[src/design/utc_pkg.sv]
// Shared types and constants for the UUID timestamp codec.
package utc_pkg;

    typedef enum logic [2:0] {
        MODE_ENC_V1 = 3'd0,
        MODE_ENC_V6 = 3'd1,
        MODE_ENC_V7 = 3'd2,
        MODE_DEC_V1 = 3'd3,
        MODE_DEC_V6 = 3'd4,
        MODE_DEC_V7 = 3'd5
    } mode_t;

    // 100 ns ticks from 1582-10-15 to the Unix epoch
    localparam logic [63:0] GREG_OFFSET = 64'h01b21dd213814000;
    // largest tick count whose product with 100 still fits 64 bits
    localparam logic [59:0] GREG_LIMIT  = 60'd184467440737095516;
    // largest millisecond count whose product with 1e6 still fits 64 bits
    localparam logic [47:0] MS_LIMIT    = 48'd18446744073709;
    // ceil(2^30 / 1000), exact for numerators below 2^22
    localparam logic [20:0] RECIP_1000  = 21'd1073742;

    localparam logic [3:0] VER_V1 = 4'h1;
    localparam logic [3:0] VER_V6 = 4'h6;
    localparam logic [3:0] VER_V7 = 4'h7;

    typedef struct packed {
        logic [2:0]  mode;
        logic [63:0] time_ns;
        logic [63:0] field_bytes;
    } div_in_t;

    typedef struct packed {
        logic [2:0]  mode;
        logic [63:0] field_bytes;
        logic [57:0] q100;
        logic [47:0] q_ms;
        logic [19:0] r_ms;
    } div_out_t;

endpackage

[src/design/utc_if.sv]
// Stream interfaces for the codec input and result channels.
interface utc_in_if;
    logic        valid;
    logic        ready;
    logic [2:0]  mode;
    logic [63:0] time_ns;
    logic [63:0] field_bytes;

    modport source (output valid, output mode, output time_ns, output field_bytes,
                    input ready);
    modport sink   (input valid, input mode, input time_ns, input field_bytes,
                    output ready);
endinterface

interface utc_out_if;
    logic        valid;
    logic        ready;
    logic [63:0] packed_bytes;
    logic [63:0] decoded_ns;
    logic        out_of_range;

    modport source (output valid, output packed_bytes, output decoded_ns,
                    output out_of_range, input ready);
    modport sink   (input valid, input packed_bytes, input decoded_ns,
                    input out_of_range, output ready);
endinterface

[src/design/utc_div_pipe.sv]
// Eight-stage restoring divider: time_ns / 100 and time_ns / 1e6, one byte per stage.
module utc_div_pipe (
    input  logic               clk,
    input  logic               rst_n,
    input  logic               up_valid,
    output logic               up_ready,
    input  utc_pkg::div_in_t   up_data,
    output logic               dn_valid,
    input  logic               dn_ready,
    output utc_pkg::div_out_t  dn_data
);
    import utc_pkg::*;

    localparam int NSTAGE = 8;
    localparam logic [7:0]  D100 = 8'd100;
    localparam logic [20:0] D1M  = 21'd1000000;

    typedef struct packed {
        logic [2:0]  mode;
        logic [63:0] time_ns;
        logic [63:0] field_bytes;
        logic [6:0]  r100;
        logic [57:0] q100;
        logic [19:0] r_ms;
        logic [47:0] q_ms;
    } stage_t;

    stage_t st_reg [NSTAGE];
    stage_t st_next [NSTAGE];
    stage_t src [NSTAGE];
    logic [NSTAGE-1:0] v_reg;
    logic [NSTAGE-1:0] adv;

    function automatic logic [14:0] div100_byte(input logic [6:0] rem, input logic [7:0] bits);
        logic [7:0] w;
        logic [6:0] r;
        logic [7:0] q;
        r = rem;
        q = '0;
        for (int i = 7; i >= 0; i--)
        begin
            w = {r, bits[i]};
            if (w >= D100)
            begin
                q[i] = 1'b1;
                w = w - D100;
            end
            r = w[6:0];
        end
        return {r, q};
    endfunction

    function automatic logic [27:0] div1m_byte(input logic [19:0] rem, input logic [7:0] bits);
        logic [20:0] w;
        logic [19:0] r;
        logic [7:0]  q;
        r = rem;
        q = '0;
        for (int i = 7; i >= 0; i--)
        begin
            w = {r, bits[i]};
            if (w >= D1M)
            begin
                q[i] = 1'b1;
                w = w - D1M;
            end
            r = w[19:0];
        end
        return {r, q};
    endfunction

    always_comb
    begin
        logic [7:0]  byte_w;
        logic [14:0] res100;
        logic [27:0] res1m;
        src[0]             = '0;
        src[0].mode        = up_data.mode;
        src[0].time_ns     = up_data.time_ns;
        src[0].field_bytes = up_data.field_bytes;
        for (int i = 1; i < NSTAGE; i++)
        begin
            src[i] = st_reg[i-1];
        end
        for (int i = 0; i < NSTAGE; i++)
        begin
            byte_w           = src[i].time_ns[63 - 8*i -: 8];
            res100           = div100_byte(src[i].r100, byte_w);
            res1m            = div1m_byte(src[i].r_ms, byte_w);
            st_next[i]       = src[i];
            st_next[i].r100  = res100[14:8];
            st_next[i].q100  = {src[i].q100[49:0], res100[7:0]};
            st_next[i].r_ms  = res1m[27:8];
            st_next[i].q_ms  = {src[i].q_ms[39:0], res1m[7:0]};
        end
    end

    // a stage moves when it is empty or its successor moves
    always_comb
    begin
        adv[NSTAGE-1] = !v_reg[NSTAGE-1] || dn_ready;
        for (int i = NSTAGE - 2; i >= 0; i--)
        begin
            adv[i] = !v_reg[i] || adv[i+1];
        end
    end

    assign up_ready = adv[0];

    always_ff @(posedge clk or negedge rst_n)
    begin
        if (!rst_n)
        begin
            v_reg <= '0;
        end
        else
        begin
            if (adv[0])
            begin
                v_reg[0] <= up_valid;
            end
            for (int i = 1; i < NSTAGE; i++)
            begin
                if (adv[i])
                begin
                    v_reg[i] <= v_reg[i-1];
                end
            end
        end
    end

    always_ff @(posedge clk)
    begin
        for (int i = 0; i < NSTAGE; i++)
        begin
            if (adv[i])
            begin
                st_reg[i] <= st_next[i];
            end
        end
    end

    assign dn_valid            = v_reg[NSTAGE-1];
    assign dn_data.mode        = st_reg[NSTAGE-1].mode;
    assign dn_data.field_bytes = st_reg[NSTAGE-1].field_bytes;
    assign dn_data.q100        = st_reg[NSTAGE-1].q100;
    assign dn_data.q_ms        = st_reg[NSTAGE-1].q_ms;
    assign dn_data.r_ms        = st_reg[NSTAGE-1].r_ms;

    a_rem_bounds: assert property (@(posedge clk) disable iff (!rst_n)
        v_reg[NSTAGE-1] |-> (st_reg[NSTAGE-1].r100 < D100) && (st_reg[NSTAGE-1].r_ms < D1M))
        else $error("divider remainder out of range");

    a_tail_hold: assert property (@(posedge clk) disable iff (!rst_n)
        v_reg[NSTAGE-1] && !dn_ready |=> v_reg[NSTAGE-1] && $stable(st_reg[NSTAGE-1]))
        else $error("divider tail changed while stalled");

    a_enter: assert property (@(posedge clk) disable iff (!rst_n)
        up_valid && up_ready |=> v_reg[0])
        else $error("accepted transaction missing from first stage");

endmodule

[src/design/uuid_timestamp_codec.sv]
// UUID timestamp codec (v1/v6/v7 encode and decode), top level.
// Pipeline: eight divider stages, then stage 8, stage 9 and the stage 10 output register.
// Throughput: one transaction per cycle unless dout stalls; the eight-stage constant divider
// (eight quotient bits per stage) and the 1/1000 reciprocal multipliers set the depth.
// Stalls collapse bubbles stage by stage; dout data is registered, ready is combinational.
// Reset clears only the valid bits; the data registers are not reset.
module uuid_timestamp_codec (
    input  logic      clk,
    input  logic      rst_n,
    utc_in_if.sink    din,
    utc_out_if.source dout
);
    import utc_pkg::*;

    typedef struct packed {
        logic [2:0]  mode;
        logic [59:0] n;
        logic [9:0]  us;
        logic [47:0] q_ms;
        logic [59:0] d;
        logic        under;
        logic        ms_ovf;
        logic [57:0] ms_k;
    } s8_t;

    typedef struct packed {
        logic [2:0]  mode;
        logic [59:0] n;
        logic [47:0] q_ms;
        logic [11:0] frac;
        logic        under;
        logic        d_ovf;
        logic [63:0] dec_g;
        logic        ms_ovf;
        logic [63:0] dec_ms;
    } s9_t;

    div_in_t  div_in;
    div_out_t div_out;
    logic     div_valid;
    logic     div_ready;

    s8_t  s8_reg, s8_next;
    s9_t  s9_reg, s9_next;
    logic v8_reg, v9_reg, v10_reg;
    logic adv8, adv9, adv10;

    logic [63:0] packed_reg, packed_next;
    logic [63:0] decoded_reg, decoded_next;
    logic        err_reg, err_next;

    assign div_in.mode        = din.mode;
    assign div_in.time_ns     = din.time_ns;
    assign div_in.field_bytes = din.field_bytes;

    utc_div_pipe u_div (
        .clk      (clk),
        .rst_n    (rst_n),
        .up_valid (din.valid),
        .up_ready (din.ready),
        .up_data  (div_in),
        .dn_valid (div_valid),
        .dn_ready (div_ready),
        .dn_data  (div_out)
    );

    assign adv10     = !v10_reg || dout.ready;
    assign adv9      = !v9_reg || adv10;
    assign adv8      = !v8_reg || adv9;
    assign div_ready = adv8;

    // stage 8: Gregorian add, microsecond extract, decode field gather
    always_comb
    begin
        logic [59:0] t60;
        logic [47:0] ms;
        logic [40:0] prod_us;
        if (div_out.mode == MODE_DEC_V1)
        begin
            t60 = {div_out.field_bytes[11:0], div_out.field_bytes[31:16],
                   div_out.field_bytes[63:32]};
        end
        else
        begin
            t60 = {div_out.field_bytes[63:16], div_out.field_bytes[11:0]};
        end
        ms      = div_out.field_bytes[63:16];
        prod_us = 41'(div_out.r_ms) * 41'(RECIP_1000);

        s8_next.mode   = div_out.mode;
        s8_next.n      = 60'(div_out.q100) + GREG_OFFSET[59:0];
        s8_next.us     = prod_us[39:30];
        s8_next.q_ms   = div_out.q_ms;
        s8_next.under  = t60 < GREG_OFFSET[59:0];
        s8_next.d      = t60 - GREG_OFFSET[59:0];
        s8_next.ms_ovf = ms > MS_LIMIT;
        // x * 1000 = x * 1024 - x * 16 - x * 8
        s8_next.ms_k   = {ms, 10'b0} - 58'({ms, 4'b0}) - 58'({ms, 3'b0});
    end

    // stage 9: v7 fraction, scale decoded counts back to ns
    always_comb
    begin
        logic [42:0] prod_fr;
        prod_fr = 43'({s8_reg.us, 12'b0}) * 43'(RECIP_1000);

        s9_next.mode   = s8_reg.mode;
        s9_next.n      = s8_reg.n;
        s9_next.q_ms   = s8_reg.q_ms;
        s9_next.frac   = prod_fr[41:30];
        s9_next.under  = s8_reg.under;
        s9_next.d_ovf  = s8_reg.d > GREG_LIMIT;
        s9_next.dec_g  = 64'({s8_reg.d, 6'b0}) + 64'({s8_reg.d, 5'b0})
                       + 64'({s8_reg.d, 2'b0});
        s9_next.ms_ovf = s8_reg.ms_ovf;
        s9_next.dec_ms = 64'({s8_reg.ms_k, 10'b0}) - 64'({s8_reg.ms_k, 4'b0})
                       - 64'({s8_reg.ms_k, 3'b0});
    end

    // stage 10: layout select into the output register
    always_comb
    begin
        packed_next  = '0;
        decoded_next = '0;
        err_next     = 1'b0;
        case (s9_reg.mode)
            MODE_ENC_V1:
            begin
                packed_next = {s9_reg.n[31:0], s9_reg.n[47:32], VER_V1, s9_reg.n[59:48]};
            end
            MODE_ENC_V6:
            begin
                packed_next = {s9_reg.n[59:12], VER_V6, s9_reg.n[11:0]};
            end
            MODE_ENC_V7:
            begin
                packed_next = {s9_reg.q_ms, VER_V7, s9_reg.frac};
            end
            MODE_DEC_V1, MODE_DEC_V6:
            begin
                err_next     = s9_reg.under || s9_reg.d_ovf;
                decoded_next = err_next ? 64'd0 : s9_reg.dec_g;
            end
            MODE_DEC_V7:
            begin
                err_next     = s9_reg.ms_ovf;
                decoded_next = err_next ? 64'd0 : s9_reg.dec_ms;
            end
            default:
            begin
                err_next = 1'b1;
            end
        endcase
    end

    always_ff @(posedge clk or negedge rst_n)
    begin
        if (!rst_n)
        begin
            v8_reg  <= 1'b0;
            v9_reg  <= 1'b0;
            v10_reg <= 1'b0;
        end
        else
        begin
            if (adv8)
            begin
                v8_reg <= div_valid;
            end
            if (adv9)
            begin
                v9_reg <= v8_reg;
            end
            if (adv10)
            begin
                v10_reg <= v9_reg;
            end
        end
    end

    always_ff @(posedge clk)
    begin
        if (adv8)
        begin
            s8_reg <= s8_next;
        end
        if (adv9)
        begin
            s9_reg <= s9_next;
        end
        if (adv10)
        begin
            packed_reg  <= packed_next;
            decoded_reg <= decoded_next;
            err_reg     <= err_next;
        end
    end

    assign dout.valid        = v10_reg;
    assign dout.packed_bytes = packed_reg;
    assign dout.decoded_ns   = decoded_reg;
    assign dout.out_of_range = err_reg;

    a_err_zeroes: assert property (@(posedge clk) disable iff (!rst_n)
        dout.valid && dout.out_of_range |-> dout.decoded_ns == 64'd0
                                            && dout.packed_bytes == 64'd0)
        else $error("error result carries nonzero data");

    a_enc_clean: assert property (@(posedge clk) disable iff (!rst_n)
        dout.valid && dout.packed_bytes != 64'd0 |-> !dout.out_of_range
                                                     && dout.decoded_ns == 64'd0)
        else $error("encode result mixed with decode fields");

    a_enc_version: assert property (@(posedge clk) disable iff (!rst_n)
        dout.valid && dout.packed_bytes != 64'd0 |-> dout.packed_bytes[15:12] == VER_V1
            || dout.packed_bytes[15:12] == VER_V6 || dout.packed_bytes[15:12] == VER_V7)
        else $error("encode result without a version nibble");

    a_s9_hold: assert property (@(posedge clk) disable iff (!rst_n)
        v9_reg && !adv9 |=> v9_reg && $stable(s9_reg))
        else $error("stage 9 changed while stalled");

endmodule

[src/flat_wrapper.sv]
// flat-port wrapper written by rule: the top's interface ports become plain ports
module uuid_timestamp_codec_flat import utc_pkg::*;
  (clk, rst_n, din_valid, din_mode, din_time_ns, din_field_bytes, din_ready, dout_valid, dout_packed_bytes, dout_decoded_ns, dout_out_of_range, dout_ready);
  utc_in_if din_i ();
  utc_out_if dout_i ();
  input  logic clk;
  input  logic rst_n;
  input wire logic [$bits(din_i.valid)-1:0] din_valid;
  input wire logic [$bits(din_i.mode)-1:0] din_mode;
  input wire logic [$bits(din_i.time_ns)-1:0] din_time_ns;
  input wire logic [$bits(din_i.field_bytes)-1:0] din_field_bytes;
  output wire logic [$bits(din_i.ready)-1:0] din_ready;
  output wire logic [$bits(dout_i.valid)-1:0] dout_valid;
  output wire logic [$bits(dout_i.packed_bytes)-1:0] dout_packed_bytes;
  output wire logic [$bits(dout_i.decoded_ns)-1:0] dout_decoded_ns;
  output wire logic [$bits(dout_i.out_of_range)-1:0] dout_out_of_range;
  input wire logic [$bits(dout_i.ready)-1:0] dout_ready;
  assign din_i.valid = din_valid;
  assign din_i.mode = din_mode;
  assign din_i.time_ns = din_time_ns;
  assign din_i.field_bytes = din_field_bytes;
  assign din_ready = din_i.ready;
  assign dout_valid = dout_i.valid;
  assign dout_packed_bytes = dout_i.packed_bytes;
  assign dout_decoded_ns = dout_i.decoded_ns;
  assign dout_out_of_range = dout_i.out_of_range;
  assign dout_i.ready = dout_ready;
  uuid_timestamp_codec u_core (.clk(clk), .rst_n(rst_n), .din(din_i), .dout(dout_i));
endmodule
[config.mk]
export PLATFORM = sky130hd
export DESIGN_NAME = uuid_timestamp_codec_flat
export DESIGN_NICKNAME = d
export VERILOG_FILES = /design/src/design/utc_pkg.sv /design/src/design/utc_if.sv /design/src/design/utc_div_pipe.sv /design/src/design/uuid_timestamp_codec.sv /design/src/flat_wrapper.sv
export SDC_FILE = /design/constraint.sdc
export NUM_CORES = 2
export LEC_CHECK = 0
export ABC_AREA = 1
export BUFFER_PORTS_ARGS = -buffer_cell sky130_fd_sc_hd__buf_2
export CAP_MARGIN = 15
export CORE_UTILIZATION = 58
export CTS_CLUSTER_SIZE = 25
export DETAILED_ROUTE_END_ITERATION = 8
export PLACE_DENSITY = 0.82
export SYNTH_ARGS = -nofsm -noshare
export SYNTH_HDL_FRONTEND = slang
export SYNTH_SLANG_ARGS = --single-unit
[constraint.sdc]
create_clock -name clk -period 82.2 [get_ports clk]
set_input_delay 24.66 -clock clk [delete_from_list [all_inputs] [get_ports clk]]
set_output_delay 24.66 -clock clk [all_outputs]
set_load 0.02 [all_outputs]
==> flow_summary.toml <==
[die]
start_util_pct = 58.6
die_x_um = 455
dieArea_um2 = 207000
fp-row-count = 165
core_area_um2 = 203000
io_pins = 266
die_h_um = 455

[status]
status = "finished clean"

[timing]
grt_setup_unrepaired = "no"
finClkSkew_ns = 0.136
worst_pin_slew_ns = 1.14
finalHoldViolCount = 0
slew_viol_final = 0
finalSetupViolations = 0
fin_tns_setup_ns = 0
fin_crit_ns = 57.20
fin_hold_ws_ns = 0.303
relSlewSlack_pct = 23.8
max_freq_mhz = 17.5
setup_slack_ns = 25.00
min_period_over_period_pct = 69.6

[final_layout]
largest_reg_flops = 1297
area_delta_synth_final_pct = 8.14
fin_cells = 15500
nNetsFinal = 13800
fill_cells = 15600
drive_above_1_share_pct = 11.5

[routing]
num_vias = 87000
post_drt_wl_per_cell_um = 18.2
dr.pass1.iters = 9
wirelength_mm = 282
drtIter0Drc = 8227
final_antenna_net_count = 0
viasPerCell = 5.60
route.detailed.drc = 0

[worst_setup_path]
arrival_ns = 32.54
worstSetupStartpointType = "input pin"
critical_path.max_fanout = 118
critPathLaunch = "dout_ready"
cp-end-kind = "output pin"
timing.rr.start = "u_core.u_div.st_reg[1][583]"
crit_required_ns = 57.54
crit_type = "in2out"

[clock_tree]
cts_root_buf = "clkbuf_16"
post_cts_resized = 0
clk_latency_ns = 0.91
post_cts_buffers = 0
cts-buffers-inserted = 189
clockBufferDepth = 3
hold_buffers = 0
cts_max_level = 4
cts_tree = "done"
path_clk_slew_ns = 0.07
cts_num_sinks = 1909

[global_route]
grt_use_met3_pct = 3.59
grt_pass1_wl_mm = 444
first_global_vias = 82600
grt_start_max_net_pins = 119
grt-busiest-layer = "met2"
antenna_found_initial = 6
grt.total_usage_pct = 27.1
use_met1_pct = 34.9
use_met2_pct = 45.0
grt_overflow = 0

[logic_synthesis]
syn_area_per_cell_um2 = 9.59
ys_ff_latch = 1909
synth_edf_count = 1898
yosys_warnings = 0
synthesis.area_um2 = 119000
ys_async_sr_fraction_pct = 0.576
synth_cells = 12400
ys_seq_area_share_pct = 48.1
synth_flop_cell = "edfxtp_1"
yosys.cell_types.count = 85

[place]
placed_cells = 15200
port_buffers = 258
preCtsSetupSlack_ns = 24.97
gp_congestion = 0.970
dp_hpwl_mm = 203

[flow_run]
cap_violations = 0

[min_path]
hold_path.class = "reg2reg"
hp-start = "u_core.u_div.st_reg[0][610]"
[synth_stat cells (all sizes together), types with 7 or more instances]
master / count / area (µm²)
nand2: 3415 / 14300
edfxtp: 1898 / 57000
inv: 1597 / 6000
nor2: 976 / 4240
nand3: 898 / 5170
ha: 665 / 8320
xor2: 608 / 5330
o21ai: 504 / 2750
nand4: 393 / 2490
a21oi: 376 / 1950
fa: 259 / 5180
buf: 141 / 1360
xnor2: 139 / 1220
nor3: 84 / 457
o211ai: 75 / 563
clkbuf: 65 / 248
nand3b: 55 / 429
a31oi: 34 / 213
o31ai: 31 / 233
o21a: 28 / 210
or2: 24 / 150
nor4: 21 / 131
clkinv: 19 / 81.3
o221ai: 14 / 123
a21boi: 13 / 109
o21bai: 13 / 97.6
and2: 12 / 78.8
dfrtp: 11 / 275
a211oi: 7 / 52.6
a21o: 7 / 52.6
[logic make-up (layout without fill, tap and decap cells)]
kind of cell	after synthesis	in the layout	share of synthesized area (%)
muxes	2	2	0.0168
xor gates and xnor gates	747	747	5.49
adders and majority gates	924	924	11.3
buffers and inverters	1822	2258	6.45
other	1	11	0.00315
DFF	1909	1909	48.1
AOI/OAI and AO/OA	1126	1126	5.51
and+or+nand+nor	5890	5890	23.1
[worst max-delay path, cell delays in order]
cell and delay, ns:
buf_2 0.07, nor2_1 0.07, inv_6 0.43, nor2_1 0.15, clkinvlp_4 0.10, buf_4 0.40, nor2_1 0.13, clkinvlp_4 0.10
nor2_1 0.08, inv_8 0.60, nor2_1 0.25, inv_8 0.64, nor2_1 0.24, inv_6 0.40, nor2_1 0.17, inv_6 0.68
nor2_1 0.26, inv_6 0.70, nor2_1 0.23, inv_6 0.80, nor2_1 0.35, nand2_4 0.57, buf_2 0.28
[cells in the final DEF (no fill, tap or decap), drive strengths merged, types with 225 or more instances in the layout]
cell	instances
nand2	3415
edfxtp	1898
inv	1606
nor2	976
nand3	898
ha	665
xor2	608
o21ai	504
nand4	393
a21oi	376
buf	287
fa	259
clkbuf	225
[final cells by class]
type | count | area [µm²] | area share (%)
flip-flops and latches | 1909 | 57300 | 44.5
inverters | 1616 | 6140 | 4.76
multi-input cells | 8692 | 54200 | 42.1
clock buffers | 225 | 4880 | 3.79
repair buffers | 287 | 1510 | 1.17
clock inverters | 130 | 1440 | 1.11
well taps | 2672 | 3340 | 2.60
diodes | 8 | 20.0 | 0.0155
[layer usage]
layer | wire, µm | up-vias
li1 | - | 42200
met1 | 115000 | 40900
met2 | 133000 | 3209
met3 | 18000 | 708
met4 | 16100 | 4
met5 | 191 | -
[path summary, 6_finish.rpt]
check	to	slack (ns)	cells past startpoint
max	din_ready	25.00	23
min	u_core.u_div.st_reg[0][882]	0.30	0
max reg2reg	u_core.u_div.st_reg[1][849]	69.47	70
min reg2reg	u_core.u_div.st_reg[0][882]	0.30	0
max in group asynchronous	u_core.u_div.v_reg[0]	58.02	1
min in group asynchronous	u_core.u_div.v_reg[2]	23.72	1
[per-stage QoR]
stage               utilization [%]  area [µm²]
finish                         63.4      129000
global route                   63.4      129000
CTS                            63.4      129000
detailed placement             60.3      122000
global placement               60.3      122000
floorplan                         -      119000
Power is left out: the tool's default activity adds up to more than one toggle a clock period on the data nets, which glitch-free logic cannot reach.
